<file path="src/rtl/assert_macros.svh">
// Assertion macros used by the clause checker's top-level RTL file.
`ifndef ASSERT_MACROS_SVH
`define ASSERT_MACROS_SVH

// Checks that an expression holds at every clock edge outside reset.
`define CNFCC_ASSERT_ALWAYS(label, expr, msg) \
    label: assert property (@(posedge i_clk) disable iff (!i_rst_n) (expr)) else $error(msg);

// Checks that a condition at a clock edge implies an expression at that edge.
`define CNFCC_ASSERT_IMPLIES(label, cond, expr, msg) \
    label: assert property (@(posedge i_clk) disable iff (!i_rst_n) (cond) |-> (expr)) \
        else $error(msg);

`endif

</file>
<file path="src/rtl/cnfcc_pkg.sv">
// Types, sizes and codes shared by the clause checker modules.
package cnfcc_pkg;

    localparam int unsigned C_MAX_VARS    = 4096;
    localparam int unsigned C_MAX_CLAUSES = 1048576;
    localparam int unsigned C_ADDR_W      = $clog2(C_MAX_VARS);
    localparam int unsigned C_PTR_W       = $clog2(C_MAX_VARS + 1);
    localparam int unsigned C_VAR_W       = 13;
    localparam int unsigned C_CNT_W       = 20;

    localparam logic [C_CNT_W-1:0] C_CNT_MAX = '1;
    localparam logic [C_CNT_W-1:0] C_IDX_LIMIT =
        ((C_MAX_CLAUSES - 1) < (2 ** C_CNT_W - 1)) ? C_CNT_W'(C_MAX_CLAUSES - 1) : '1;

    // Both queue depths must be powers of two so that the pointers wrap.
    localparam int unsigned C_CMDQ_DEPTH = 4;
    localparam int unsigned C_CMDQ_AW    = $clog2(C_CMDQ_DEPTH);
    localparam int unsigned C_RESQ_DEPTH = 2;
    localparam int unsigned C_RESQ_AW    = $clog2(C_RESQ_DEPTH);

    localparam logic [1:0] C_OP_LOAD  = 2'd0;
    localparam logic [1:0] C_OP_LIT   = 2'd1;
    localparam logic [1:0] C_OP_EMPTY = 2'd2;

    typedef enum logic [1:0] {
        CMD_LOAD,
        CMD_LIT,
        CMD_EMPTY
    } t_cmd_kind;

    typedef struct packed {
        logic [1:0]         opcode;
        logic               bit_value;
        logic [C_VAR_W-1:0] var_number;
        logic               negated;
        logic               last_literal;
    } t_in_item;

    typedef struct packed {
        logic [C_CNT_W-1:0] clause_index;
        logic               clause_sat;
        logic               clause_sat_flipped;
        logic [C_CNT_W-1:0] unsat_total;
        logic [C_CNT_W-1:0] flipped_unsat_total;
    } t_result;

    typedef struct packed {
        t_cmd_kind           kind;
        logic                bit_value;
        logic                in_range;
        logic [C_ADDR_W-1:0] addr;
        logic                negated;
        logic                last_literal;
    } t_cmd;

    typedef struct packed {
        logic valid;
        t_cmd cmd;
    } t_cmd_link;

endpackage

</file>
<file path="src/rtl/cnfcc_front.sv">
// Front end: accepts items, decodes them into commands and queues them.
module cnfcc_front (
    input  logic               i_clk,
    input  logic               i_rst_n,
    input  logic               push,
    output logic               full,
    input  cnfcc_pkg::t_in_item i_item,
    output cnfcc_pkg::t_cmd_link o_link,
    input  logic               i_pop
);
    import cnfcc_pkg::*;

    t_cmd                 slot_cmd;
    logic                 keep;
    logic                 enq;
    logic                 deq;
    t_cmd                 r_slots [C_CMDQ_DEPTH];
    logic [C_CMDQ_AW-1:0] r_wr;
    logic [C_CMDQ_AW-1:0] r_rd;
    logic [C_CMDQ_AW:0]   r_count;
    logic [C_CMDQ_AW-1:0] n_wr;
    logic [C_CMDQ_AW-1:0] n_rd;
    logic [C_CMDQ_AW:0]   n_count;

    always_comb begin
        slot_cmd.kind         = CMD_LIT;
        slot_cmd.bit_value    = i_item.bit_value;
        slot_cmd.in_range     = (i_item.var_number != '0) &&
                                (i_item.var_number <= C_VAR_W'(C_MAX_VARS));
        slot_cmd.addr         = C_ADDR_W'(i_item.var_number - C_VAR_W'(1));
        slot_cmd.negated      = i_item.negated;
        slot_cmd.last_literal = i_item.last_literal;
        keep                  = 1'b1;
        unique case (i_item.opcode)
            C_OP_LOAD: begin
                slot_cmd.kind = CMD_LOAD;
            end
            C_OP_LIT: begin
                slot_cmd.kind = CMD_LIT;
            end
            C_OP_EMPTY: begin
                slot_cmd.kind = CMD_EMPTY;
            end
            default: begin
                keep = 1'b0;
            end
        endcase
    end

    assign full         = (r_count == (C_CMDQ_AW + 1)'(C_CMDQ_DEPTH));
    assign enq          = push && !full && keep;
    assign deq          = i_pop && o_link.valid;
    assign o_link.valid = (r_count != '0);
    assign o_link.cmd   = r_slots[r_rd];

    always_comb begin
        n_wr    = enq ? r_wr + 1'b1 : r_wr;
        n_rd    = deq ? r_rd + 1'b1 : r_rd;
        n_count = r_count + (C_CMDQ_AW + 1)'(enq) - (C_CMDQ_AW + 1)'(deq);
    end

    always_ff @(posedge i_clk) begin
        if (enq) begin
            r_slots[r_wr] <= slot_cmd;
        end
    end

    always_ff @(posedge i_clk) begin
        if (!i_rst_n) begin
            r_wr    <= '0;
            r_rd    <= '0;
            r_count <= '0;
        end else begin
            r_wr    <= n_wr;
            r_rd    <= n_rd;
            r_count <= n_count;
        end
    end

endmodule

</file>
<file path="config.mk">
export PLATFORM = sky130hd
export DESIGN_NAME = cnfcc_front
export DESIGN_NICKNAME = d
export VERILOG_FILES = /design/src/rtl/assert_macros.svh /design/src/rtl/cnfcc_pkg.sv /design/src/rtl/cnfcc_front.sv
export SDC_FILE = /design/constraint.sdc
export NUM_CORES = 1
export LEC_CHECK = 0
export ABC_AREA = 1
export BUFFER_PORTS_ARGS = -buffer_cell sky130_fd_sc_hd__buf_4
export CORE_MARGIN = 1
export CORE_UTILIZATION = 38
export DETAILED_ROUTE_END_ITERATION = 10
export SLEW_MARGIN = 20
export SYNTH_ARGS = -nofsm -noshare
export SYNTH_HDL_FRONTEND = slang
export SYNTH_SLANG_ARGS = --single-unit
</file>
<file path="constraint.sdc">
create_clock -name i_clk -period 2 [get_ports i_clk]
set_input_delay 0.3 -clock i_clk [delete_from_list [all_inputs] [get_ports i_clk]]
set_output_delay 0.3 -clock i_clk [all_outputs]
set_load 0.05 [all_outputs]
</file>
==> impl_metrics.json <==
{
  "grt_max_degree": 38,
  "cts-resized-gates": 1,
  "finalClockSkew_ns": 0.00793,
  "r2r-end": "r_count[2]",
  "cts.sinks": 81,
  "ys_types": 29,
  "critPathKind": "reg -> reg",
  "area_growth_pct": 19.3,
  "drt-initial-drc-count": 80,
  "grt-ovfl-total": 0,
  "p_per_area_mw_per_mm2": 1280,
  "timing.reg2reg.setup_slack_ns": 0.14,
  "crit_fanout": 4,
  "top_layer": "met4",
  "max-vdd-ir-drop_mv": 0.405,
  "synth.net_count": 347,
  "dr.pass1.iters": 4,
  "hold_start": "i_item[1]",
  "layout-drive-gt1-share_pct": 22.2,
  "rows": 35,
  "track_usage_pct": 14.6,
  "clock.fmax_mhz": 537,
  "clock_latency_ns": 0.34,
  "arrival_ns": 2.14,
  "grt_first_pass_wirelength_um": 10700,
  "cts_root_buf": "clkbuf_8",
  "timing.final.crit_share_pct": 93.2,
  "start_util_pct": 39.1,
  "final_nets": 395,
  "drtAntennaViolNets": 0,
  "synth_area_leaders": "edfxtp_1, nor2_1, dfxtp_1",
  "rsz0062_at_grt": "false",
  "synth_cells": 316,
  "ys_ff_latch": 81,
  "ios": 42,
  "wl_per_cell_um": 13.9,
  "rr_startpoint": "r_count[2]",
  "htreeDepth": 3,
  "setup_viol": 0,
  "drc": 0,
  "async_reset_ff_share_pct": 0,
  "timing.final.crit_period_ns": 1.86,
  "whs_endpoint": "r_slots[1][1]",
  "detail_route.wirelength_um": 6650,
  "p_total_mw": 5.49,
  "worst_ep_required_time_ns": 2.28,
  "synth_edf_count": 72,
  "hold_class": "in -> reg",
  "fillers": 844,
  "avgViaCountPerCell": 4.82,
  "clk_path_buf_depth": 2,
  "worst_setup_path_end_kind": "register",
  "worst_pin_slew_ns": 0.381,
  "synth_common_cells": "edfxtp_1, nor2_1, inv_1, nand2_1, o21ai_0",
  "gp_congestion": 0.832,
  "die_y_um": 99.2,
  "dp_cells": 464,
  "io_buffers": 41,
  "cts_hold_buf": 0,
  "path_clk_slew_ns": 0.08,
  "coreArea_sq_mm": 0.00920,
  "whs_ns": 0.155,
  "die_area_sq_mm": 0.00985,
  "vias": 2312,
  "cts-buffers-inserted": 9,
  "wl_met2_um": 3300,
  "ys_warn_count": 0,
  "avgSynthCellArea_sq_um": 11.4,
  "status": "finished clean",
  "netlist.area_leader.share_pct": 60.2,
  "synth_area_leader_cell": "edfxtp_1",
  "seq_area_frac_synth_pct": 65.2,
  "grt_pass1_vias": 2174,
  "reg2reg_depth": 11,
  "dp.final_hpwl_um": 4280,
  "relSlewSlack_pct": 74.5,
  "cts_tree": "yes",
  "hold_violations": 0,
  "antennaDiodeCount": 0,
  "antenna_found_initial": 0,
  "synth_most_common_cell": "edfxtp_1",
  "final_cells": 480,
  "fin_setup_tns_ns": 0,
  "routed-wl-met3_um": 205,
  "synth_top_flop_cell": "edfxtp_1",
  "syn-cell-area_sq_mm": 0.00359,
  "hold_depth": 1,
  "met1_length_um": 3030,
  "cp-start-kind": "register",
  "p_leak_nw": 1.69,
  "drv_slew": 0,
  "post_cts_buffers": 0,
  "dieWidth_um": 99.2,
  "drv_cap": 0
}
[logic make-up (layout without fill, tap and decap cells)]
logic type               after synthesis  after routing  synth area share (%)
buffers and inverters                 48            101                  6.72
XOR/XNOR                               7              7                  1.92
AO/OA/AOI/OAI                         63             63                  9.47
AND/OR/NAND/NOR                      108            108                  13.4
flip-flops                            81             81                  65.2
adder cells (fa/ha/maj)                9              9                  3.34
[placed cells by master, fill, tap and decap left out, types with 2 or more instances in the layout]
cell type / count
edfxtp_1: 72
nor2_1: 57
buf_4: 45
inv_1: 33
nand2_1: 28
o21ai_0: 25
o22ai_1: 18
o21ai_1: 14
dfxtp_1: 9
clkbuf_8: 9
ha_1: 8
nand3_1: 7
nor2_2: 6
xor2_1: 6
nand2_2: 5
a21oi_1: 5
bufinv_16: 3
buf_12: 3
inv_2: 2
[registers in the layout, indices dropped and copies added, names as in the netlist, named ones only]
signal,flops
r_rd,2
r_count,3
r_slots,72
r_wr,2
[final cells by class]
cell class              count  area (sq um)  share of cell area [%]
flip-flops and latches     81          2340                    54.6
multi-input cells         187          1020                    23.8
repair buffers             48           398                    9.28
inverters                  37           154                    3.59
well taps                 111           139                    3.24
clock buffers              10           128                    2.98
clock inverters             6           106                    2.48
[routing by layer]
| layer | up-vias | global-route usage, % |
|---|---|---|
| met1 | 1086 | 18.1 |
| met5 | - | 0 |
| met2 | 43 | 24.7 |
| met4 | 0 | 6.79 |
| li1 | 1173 | - |
| met3 | 10 | 2.74 |
[worst max path at each step]
stage                     startpoint    endpoint  slack (ns)  depth (start not counted)
after floorplan           r_count[2]  r_count[2]        0.08                         11
after global placement    r_count[2]  r_count[2]        0.19                         11
after detailed placement  r_count[2]  r_count[2]        0.12                         11
after CTS                   register   o_link[2]        0.02                          5
after global routing      r_count[2]  r_count[2]        0.02                         11
final                     r_count[2]  r_count[2]        0.14                         11
[worst max-delay path: stages, from the launching register on]
cell and delay [ns]:
dfxtp_1 0.33, inv_1 0.12, nand3_4 0.10, nand2_2 0.10
inv_1 0.05, ha_1 0.27, inv_1 0.04, ha_1 0.18
fa_1 0.36, inv_1 0.07, o21ai_0 0.08, a21oi_1 0.11
[through the flow]
step | worst slack (ns) | instance area (sq um) | utilization, %
after floorplan | 0.0822 | 3600 | -
after global placement | 0.187 | 4040 | 44.0
after detailed placement | 0.121 | 4040 | 44.0
after CTS | 0.0153 | 4280 | 46.5
after global routing | 0.0215 | 4290 | 46.6
final | 0.137 | 4290 | 46.6
[where the power goes]
| part | internal, mW | switching (mW) | total [mW] |
|---|---|---|---|
| Sequential | 2.03 | 0.0604 | 2.09 |
| Clock | 0.823 | 0.547 | 1.37 |
| Combinational | 0.597 | 1.43 | 2.03 |
| Total | 3.45 | 2.04 | 5.49 |
(Power assumes the default switching activity.)
