File: config.mk
export PLATFORM = sky130hd
export DESIGN_NAME = cnfcc_res_queue
export DESIGN_NICKNAME = d
export VERILOG_FILES = /design/src/rtl/assert_macros.svh /design/src/rtl/cnfcc_pkg.sv /design/src/rtl/cnfcc_res_queue.sv
export SDC_FILE = /design/constraint.sdc
export NUM_CORES = 1
export LEC_CHECK = 0
export ABC_CLOCK_PERIOD_IN_PS = 4200
export CORE_AREA = 4 4 120 122
export DETAILED_ROUTE_END_ITERATION = 8
export DIE_AREA = 0 0 124 126
export DONT_BUFFER_PORTS = 1
export PLACE_DENSITY_LB_ADDON = 0.08
export SYNTH_ARGS = -nofsm -noshare
export SYNTH_HDL_FRONTEND = slang
export SYNTH_SLANG_ARGS = --single-unit
File: constraint.sdc
create_clock -name i_clk -period 4.2 [get_ports i_clk]
set_clock_uncertainty 0.1 [all_clocks]
set_input_delay 0.84 -clock i_clk [delete_from_list [all_inputs] [get_ports i_clk]]
set_output_delay 0.84 -clock i_clk [all_outputs]
set_load 0.005 [all_outputs]
File: src/rtl/assert_macros.svh
// Assertion macros used by the clause checker's top-level RTL file.
`ifndef ASSERT_MACROS_SVH
`define ASSERT_MACROS_SVH

// Checks that an expression holds at every clock edge outside reset.
`define CNFCC_ASSERT_ALWAYS(label, expr, msg) \
    label: assert property (@(posedge i_clk) disable iff (!i_rst_n) (expr)) else $error(msg);

// Checks that a condition at a clock edge implies an expression at that edge.
`define CNFCC_ASSERT_IMPLIES(label, cond, expr, msg) \
    label: assert property (@(posedge i_clk) disable iff (!i_rst_n) (cond) |-> (expr)) \
        else $error(msg);

`endif

File: src/rtl/cnfcc_pkg.sv
// Types, sizes and codes shared by the clause checker modules.
package cnfcc_pkg;

    localparam int unsigned C_MAX_VARS    = 4096;
    localparam int unsigned C_MAX_CLAUSES = 1048576;
    localparam int unsigned C_ADDR_W      = $clog2(C_MAX_VARS);
    localparam int unsigned C_PTR_W       = $clog2(C_MAX_VARS + 1);
    localparam int unsigned C_VAR_W       = 13;
    localparam int unsigned C_CNT_W       = 20;

    localparam logic [C_CNT_W-1:0] C_CNT_MAX = '1;
    localparam logic [C_CNT_W-1:0] C_IDX_LIMIT =
        ((C_MAX_CLAUSES - 1) < (2 ** C_CNT_W - 1)) ? C_CNT_W'(C_MAX_CLAUSES - 1) : '1;

    // Both queue depths must be powers of two so that the pointers wrap.
    localparam int unsigned C_CMDQ_DEPTH = 4;
    localparam int unsigned C_CMDQ_AW    = $clog2(C_CMDQ_DEPTH);
    localparam int unsigned C_RESQ_DEPTH = 2;
    localparam int unsigned C_RESQ_AW    = $clog2(C_RESQ_DEPTH);

    localparam logic [1:0] C_OP_LOAD  = 2'd0;
    localparam logic [1:0] C_OP_LIT   = 2'd1;
    localparam logic [1:0] C_OP_EMPTY = 2'd2;

    typedef enum logic [1:0] {
        CMD_LOAD,
        CMD_LIT,
        CMD_EMPTY
    } t_cmd_kind;

    typedef struct packed {
        logic [1:0]         opcode;
        logic               bit_value;
        logic [C_VAR_W-1:0] var_number;
        logic               negated;
        logic               last_literal;
    } t_in_item;

    typedef struct packed {
        logic [C_CNT_W-1:0] clause_index;
        logic               clause_sat;
        logic               clause_sat_flipped;
        logic [C_CNT_W-1:0] unsat_total;
        logic [C_CNT_W-1:0] flipped_unsat_total;
    } t_result;

    typedef struct packed {
        t_cmd_kind           kind;
        logic                bit_value;
        logic                in_range;
        logic [C_ADDR_W-1:0] addr;
        logic                negated;
        logic                last_literal;
    } t_cmd;

    typedef struct packed {
        logic valid;
        t_cmd cmd;
    } t_cmd_link;

endpackage

File: src/rtl/cnfcc_res_queue.sv
// Result queue that holds finished clause items until they are popped.
module cnfcc_res_queue (
    input  logic               i_clk,
    input  logic               i_rst_n,
    input  logic               i_push,
    input  cnfcc_pkg::t_result i_res,
    output logic               o_full,
    output logic               empty,
    input  logic               pop,
    output cnfcc_pkg::t_result o_result
);
    import cnfcc_pkg::*;

    t_result              r_slots [C_RESQ_DEPTH];
    logic [C_RESQ_AW-1:0] r_wr;
    logic [C_RESQ_AW-1:0] r_rd;
    logic [C_RESQ_AW:0]   r_count;
    logic                 enq;
    logic                 deq;

    assign o_full   = (r_count == (C_RESQ_AW + 1)'(C_RESQ_DEPTH));
    assign empty    = (r_count == '0);
    assign enq      = i_push && !o_full;
    assign deq      = pop && !empty;
    assign o_result = r_slots[r_rd];

    always_ff @(posedge i_clk) begin
        if (enq) begin
            r_slots[r_wr] <= i_res;
        end
    end

    always_ff @(posedge i_clk) begin
        if (!i_rst_n) begin
            r_wr    <= '0;
            r_rd    <= '0;
            r_count <= '0;
        end else begin
            if (enq) begin
                r_wr <= r_wr + 1'b1;
            end
            if (deq) begin
                r_rd <= r_rd + 1'b1;
            end
            r_count <= r_count + (C_RESQ_AW + 1)'(enq) - (C_RESQ_AW + 1)'(deq);
        end
    end

endmodule

==> run metrics, run 1 <==
Worst setup EP type=output port; Hold Path Depth=2; clock slew at reported path FFs=50 ps; WP data required=3260 ps; MaxCap Viol Count=0; ant diodes=0; cells after synthesis=220; Max Root-Sink Buffers=2; Vias per Instance=4.53; core area=0.0132 sq mm; first-pass GRT wire length=12300 um; reg2reg end=r_slots[1][22]; maximum number of pins on one net before global-route repair=63; Placed Area=0.00514 sq mm; initial antenna violation count=0; I/O pin count=130; mean post-synth cell area=22.8 sq um; final setup margin=1210 ps; Max Clock Freq=335 MHz; share of cells above drive strength 1=0.368; CTS buffer count=17; RePlAce Congestion=0.641; Final min period=2990 ps; CTS Sinks=129; Startpoint Class=flip-flop; vias in the first global route=2172; #FFs+latches synth=129; worst r2r path cells=3; Worst R2R Setup Slack=1970 ps; VDD IR max=0.344 mV; Mapped Nets=288; CP max FO=32; post-CTS resize count=0; DRT iter0 DRCs=104; hold path startpoint=r_rd; Core Rows=42; GR Util All Layers=0.110; final core occ=0.430; routed via count=1917; count of different cell masters after synthesis=18; Final period util=0.712; post-DP HPWL=5420 um; Hold Violations, Final=0; number of remaining DRC errors=0; Max H-tree Level=4; Die Ht=126 um; Slew Limit Fails=0; worst skew pair latency=400 ps; Hold Path Class=flip-flop to flip-flop; full die area=0.0156 sq mm; Final nets=304; Final Power=3.84 mW; status=finished, final reports clean; wire per inst=19.4 um; Post-Syn Area=0.00501 sq mm; ANT nets after route=0; sequential area share after synthesis=0.763; initial core utilization=0.380; Finished Cell Area=0.00568 sq mm; worst endpoint data arrival time=2050 ps; Warnings, synthesis=0; dpl ws=1570 ps; Synth area leader=edfxtp_1; r2r startpoint=r_count[0]; final setup violation count=0; final WL=8220 um; # port buffers=0; area share of the largest cell type after synthesis=0.743; Post-CTS Setup Inserts=0; Die X=124 um; CTS Hold Bufs=0; leading cell types in the layout, fill and taps excluded=124 x edfxtp_1, 60 x mux2_4, 17 x clkbuf_16, 5 x clkbuf_1; most common cell after layout, fill and taps aside=edfxtp_1; WS Path Type=flip-flop to output port; static leakage=2.00 nW; worst slew pin tran=854 ps; area growth from synthesis to layout=13.3%; Max-slew headroom=0.431; RSZ-0062 raised after global routing=false; PwrDens=677 mW/mm^2; DR pass1 iterations=4; Root Buffer=clkbuf_16; setup TNS=0 ps; CTS tree=yes; top cells by area, synth=edfxtp_1 74%, mux2_4 18%, buf_12 2.4%; gr ovfl total=0
-- sequential cells by signal (all words and copies together) (netlist names), named ones only --
signal / cells
r_count: 2
r_rd: 1
r_slots: 124
r_wr: 1
-- per-stage QoR --
step	hold slack (ps)	cells
after floorplan	355	220
after global placement	394	393
after detailed placement	400	393
after CTS	406	423
after global routing	400	423
final	419	423
-- synth_stat cells (all sizes together) --
cell type / count
xnor2: 1
buf: 7
and3: 1
nor2: 5
ha: 2
edfxtp: 124
o21a: 1
and2: 2
mux2: 62
inv: 3
xor2: 1
nand2b: 2
mux2i: 1
nor3: 1
nand2: 2
dfxtp: 5
-- layer usage --
metal	share of wire	GRT usage	wire length, um	vias up
li1	-	-	-	891
met3	0.12	0.0646	951	9
met2	0.52	0.185	4300	75
met4	0.019	0.0599	156	0
met1	0.34	0.104	2810	942
met5	0	0	0	-
-- cell families (layout without fill, tap and decap cells) --
family	after synthesis	count (layout)	share of synthesized area
mux	63	63	0.186
compound gates	1	1	0.00150
fa+ha+maj	2	2	0.00499
buf+inv	10	37	0.0285
simple gates	13	13	0.0125
xor+xnor	2	2	0.00350
flops	129	129	0.763
-- where the power goes --
part / switching (mW) / internal (mW)
combinational: 0.333 / 0.395
sequential: 0.119 / 1.67
clock: 0.469 / 0.857
total: 0.921 / 2.92
-- worst max-delay path by stage --
stage	endpoint	slack, ps	depth (start not counted)
floorplan	r_slots[0][0]	90	2
global placement	o_result[44]	1620	2
detailed placement	o_result[30]	1570	2
CTS	o_result[30]	1130	2
global route	o_result[18]	1060	2
finish	o_result[25]	1210	2
-- layout make-up --
class	instances	area (sq um)
Fill cell	1149	7510
Sequential cell	129	3830
Multi-Input combinational cell	81	1050
Clock buffer	22	444
Tap cell	176	220
Clock inverter	8	90.1
Timing Repair Buffer	4	30.0
Inverter	3	11.3
-- critical path: stages (launching register included) --
cell,delay (ps)
dfxtp_4,730
buf_4,530
mux2_4,350
No activity file was read; power rests on OpenSTA's default activity.
==> run 2: changes to the inputs <==
--- a/config.mk
+++ b/config.mk
@@ -5,7 +5,7 @@
 export SDC_FILE = /design/constraint.sdc
 export NUM_CORES = 1
 export LEC_CHECK = 0
-export ABC_CLOCK_PERIOD_IN_PS = 4200
+export ABC_CLOCK_PERIOD_IN_PS = 2700
 export CORE_AREA = 4 4 120 122
 export DETAILED_ROUTE_END_ITERATION = 8
 export DIE_AREA = 0 0 124 126
==> constraint.sdc (replaced) <==
create_clock -name i_clk -period 2.7 [get_ports i_clk]
set_clock_uncertainty 0.1 [all_clocks]
set_input_delay 0.54 -clock i_clk [delete_from_list [all_inputs] [get_ports i_clk]]
set_output_delay 0.54 -clock i_clk [all_outputs]
set_load 0.005 [all_outputs]
==> run metrics, run 2 (synthesis results as in run 1) <==
Hold Violations, Final=0; CTS Hold Bufs=0; routed via count=1987; full die area=0.0156 sq mm; hold path startpoint=i_res[59]; initial core utilization=0.380; Max-slew headroom=0.673; leading cell types in the layout, fill and taps excluded=124 x edfxtp_1, 60 x mux2_4, 17 x clkbuf_16; final WL=8210 um; reg2reg end=r_count[1]; ANT nets after route=0; post-DP HPWL=5220 um; I/O pin count=130; Max H-tree Level=4; number of remaining DRC errors=0; GR Util All Layers=0.109; MaxCap Viol Count=0; CP max FO=62; Fill cells=1144; PwrDens=1040 mW/mm^2; Placed Area=0.00517 sq mm; Startpoint Class=flip-flop; worst slew pin tran=490 ps; final core occ=0.430; setup TNS=0 ps; DR pass1 iterations=4; DRT iter0 DRCs=116; Final min period=2210 ps; number of flip-flops under the largest register name=124; biggest regs=r_slots (124), r_count (2); Largest Register=r_slots; Max Clock Freq=453 MHz; Worst R2R Setup Slack=870 ps; wire per inst=19.4 um; Die X=124 um; final setup violation count=0; clock slew at reported path FFs=50 ps; Hold Crit Endpoint=r_slots[1][59]; Root Buffer=clkbuf_16; initial antenna violation count=0; Worst setup EP type=output port; post-CTS resize count=0; worst skew pair latency=400 ps; gr ovfl total=0; Final nets=304; Hold Path Class=input pin to flip-flop; Max Root-Sink Buffers=2; status=finished, final reports clean; Final period util=0.817; maximum number of pins on one net before global-route repair=63; most common cell after layout, fill and taps aside=edfxtp_1; ant diodes=0; Post-CTS Setup Inserts=0; Finished Cell Area=0.00567 sq mm; static leakage=2.00 nW; Vias per Instance=4.71; core area=0.0132 sq mm; CTS Sinks=129; WP data required=2060 ps; Core Rows=42; area growth from synthesis to layout=13.2%; WS Path Type=flip-flop to output port; CTS tree=yes; CTS buffer count=17; r2r startpoint=r_count[0]; VDD IR max=0.469 mV; worst r2r path cells=8; first-pass GRT wire length=12000 um; vias in the first global route=2134; Die Ht=126 um; # port buffers=0; Slew Limit Fails=0; worst endpoint data arrival time=1570 ps; RSZ-0062 raised after global routing=false; share of cells above drive strength 1=0.374; Hold Path Depth=0; RePlAce Congestion=0.652
-- run 2: cell types whose count changed in the layout (fill, tap and decap cells not counted) --
cell and delta:
clkinv_1 +1, clkbuf_1 -3, buf_4 -2, clkinvlp_4 +1
bufinv_16 -1, buf_12 +2, clkinv_2 +2, clkinv_4 -1
-- run 2: through the flow --
stage / hold slack [ps] / total power [mW] / worst slack (ps) / cells
6_report: 130 / 5.88 / 493 / 422
5_1_grt: 96.6 / 6.19 / 403 / 422
4_1_cts: 102 / 6.00 / 445 / 422
3_5_place_dp: 401 / 4.03 / 864 / 393
3_3_place_gp: 398 / 3.98 / 911 / 393
2_1_floorplan: 381 / 3.88 / 124 / 220
-- run 2: area by class of cell --
type / instances / area [sq um] / share of cell area
flip-flops and latches: 129 / 3830 / 0.675
multi-input cells: 81 / 1050 / 0.186
clock buffers: 19 / 433 / 0.0763
well taps: 176 / 220 / 0.0388
clock inverters: 10 / 72.6 / 0.0128
repair buffers: 4 / 55.1 / 0.00970
inverters: 3 / 11.3 / 0.00198
-- run 2: per-layer routing --
layer / GRT usage / share of wire
met5: 0 / 0
met1: 0.112 / 0.36
met3: 0.0619 / 0.12
met4: 0.0657 / 0.024
met2: 0.172 / 0.50
-- run 2: worst max-delay path, stage by stage (launching register included) --
cell     delay [ps]
dfxtp_4         340
buf_12          390
mux2_2          410
-- run 2: report_power, final --
group          switching [mW]  total, mW  leakage [nW]  internal [mW]
logic                   0.620       1.26         0.550          0.640
clock network           0.720       1.94         0.248           1.22
registers              0.0903       2.68          1.20           2.59
total                    1.43       5.88          2.00           4.45
-- run 2: worst max-delay path by stage --
stage	startpoint	endpoint	cells past startpoint
floorplan	i_push	r_slots[1][0]	1
global placement	flip-flop	o_result[48]	2
detailed placement	r_count[0]	r_count[1]	8
CTS	flip-flop	o_result[48]	2
global route	flip-flop	o_result[49]	2
finish	flip-flop	o_result[48]	2
==> run 3: changes to the inputs <==
--- a/config.mk
+++ b/config.mk
@@ -5,7 +5,7 @@
 export SDC_FILE = /design/constraint.sdc
 export NUM_CORES = 1
 export LEC_CHECK = 0
-export ABC_CLOCK_PERIOD_IN_PS = 2700
+export ABC_CLOCK_PERIOD_IN_PS = 1900
 export CORE_AREA = 4 4 120 122
 export DETAILED_ROUTE_END_ITERATION = 8
 export DIE_AREA = 0 0 124 126
==> constraint.sdc (replaced) <==
create_clock -name i_clk -period 1.9 [get_ports i_clk]
set_clock_uncertainty 0.1 [all_clocks]
set_input_delay 0.38 -clock i_clk [delete_from_list [all_inputs] [get_ports i_clk]]
set_output_delay 0.38 -clock i_clk [all_outputs]
set_load 0.005 [all_outputs]
==> run metrics, run 3 (synthesis results as in run 1) <==
routed via count=2192; Hold Path Class=input pin to flip-flop; biggest regs=r_slots (124), r_count (2); DRT iter0 DRCs=93; Startpoint Class=flip-flop; CTS tree=yes; DR pass1 iterations=3; leading cell types in the layout, fill and taps excluded=124 x edfxtp_1, 63 x dlygate4sd3_1, 60 x mux2_4, 17 x clkbuf_16, 6 x clkinv_1; P_int=6.48 mW; Max H-tree Level=4; I/O pin count=130; Final period util=0.978; WP data required=1420 ps; # port buffers=0; MaxCap Viol Count=0; initial core utilization=0.380; PwrDens=1350 mW/mm^2; final setup violation count=0; clock slew at reported path FFs=50 ps; ant diodes=0; full die area=0.0156 sq mm; Max-slew headroom=0.736; status=finished, final reports clean; RSZ-0062 raised after global routing=true; Slew Limit Fails=0; final WL=8460 um; WS Path Type=flip-flop to output port; clock share of power=0.322; first-pass GRT wire length=12600 um; Vias per Instance=4.50; static leakage=2.28 nW; worst slew pin tran=396 ps; Largest Register=r_slots; wire per inst=17.4 um; gr ovfl total=0; vias in the first global route=2395; RePlAce Congestion=0.620; Post-CTS Setup Inserts=0; final core occ=0.483; share of cells above drive strength 1=0.305; number of flip-flops under the largest register name=124; area growth from synthesis to layout=27.2%; ANT nets after route=0; post-DP HPWL=5630 um; Net Sw Power=2.10 mW; CTS buffer count=17; VDD IR max=0.772 mV; dpl ws=172 ps; Hold Violations, Final=0; Sw Share=0.245; Final nets=369; Core Rows=42; CP max FO=32; Die Ht=126 um; Flop pwr share=0.445; Max Clock Freq=538 MHz; Die X=124 um; worst endpoint data arrival time=1380 ps; worst skew pair latency=390 ps; GR Util All Layers=0.111; maximum number of pins on one net before global-route repair=36; Worst setup EP type=output port; final setup margin=42.2 ps; Final min period=1860 ps; number of remaining DRC errors=0; Comb power frac=0.233; most common cell after layout, fill and taps aside=edfxtp_1; initial antenna violation count=0; Root Buffer=clkbuf_16; CTS Sinks=129; core area=0.0132 sq mm; Max Root-Sink Buffers=2
-- run 3: cell types whose count changed in the layout (fill, tap and decap cells not counted), sizes merged --
cell	previous run	this run
clkinvlp	1	2
clkinv	8	7
buf	4	6
dlygate4sd3	0	63
-- run 3: what timing repair did --
| action | CTS | global route |
|---|---|---|
| hold buffers | 63 | 0 |
| resized for setup | 0 | 0 |
| endpoints found under the hold margin | 125 | 0 |
| setup endpoints to repair | 3 | 34 |
-- run 3: power by group through the flow --
stage	Combinational (mW)	Clock (mW)	Sequential [mW]
4_1_cts	2.08	2.86	3.82
2_1_floorplan	1.69	0	3.83
5_1_grt	2.17	2.98	3.86
6_report	2.00	2.76	3.82
3_3_place_gp	1.89	0	3.85
3_5_place_dp	1.95	0	3.88
-- run 3: layout make-up --
| cell class | instances | area, sq um |
|---|---|---|
| fill | 1090 | 6820 |
| sequential | 129 | 3830 |
| multi-input combinational | 81 | 1070 |
| timing repair buffer | 69 | 738 |
| clock buffer | 19 | 433 |
| tap | 176 | 220 |
| clock inverter | 10 | 72.6 |
| inverter | 3 | 11.3 |
-- run 3: worst paths after layout --
check | cells after the start | from | slack (ps) | end
worst max-delay path | 2 | flip-flop | 40 | o_result[6]
worst min register to register | 2 | r_wr | 440 | r_wr
worst min-delay path | 2 | i_rst_n | 40 | r_wr
worst max register to register | 7 | r_count[1] | 150 | r_count[1]
-- run 3: layer usage --
layer,track usage,share of wire
met1,0.115,0.37
met2,0.190,0.53
met3,0.0462,0.080
met4,0.0561,0.019
met5,0,0
-- run 3: worst max-delay path, cell delays in order (launching register included) --
cell	delay, ps
dfxtp_4	370
buf_12	260
mux2_4	350
-- run 3: metrics by stage --
step	cell area [sq um]	hold WS, ps	cells	TNS, ps	power, mW
2_1_floorplan	5040	379	220	-4250	5.53
3_3_place_gp	5240	379	395	0	5.74
3_5_place_dp	5240	379	395	0	5.83
4_1_cts	6370	20.6	487	-15.8	8.76
5_1_grt	6370	22.5	487	-490	9.00
6_report	6370	44.8	487	0	8.58
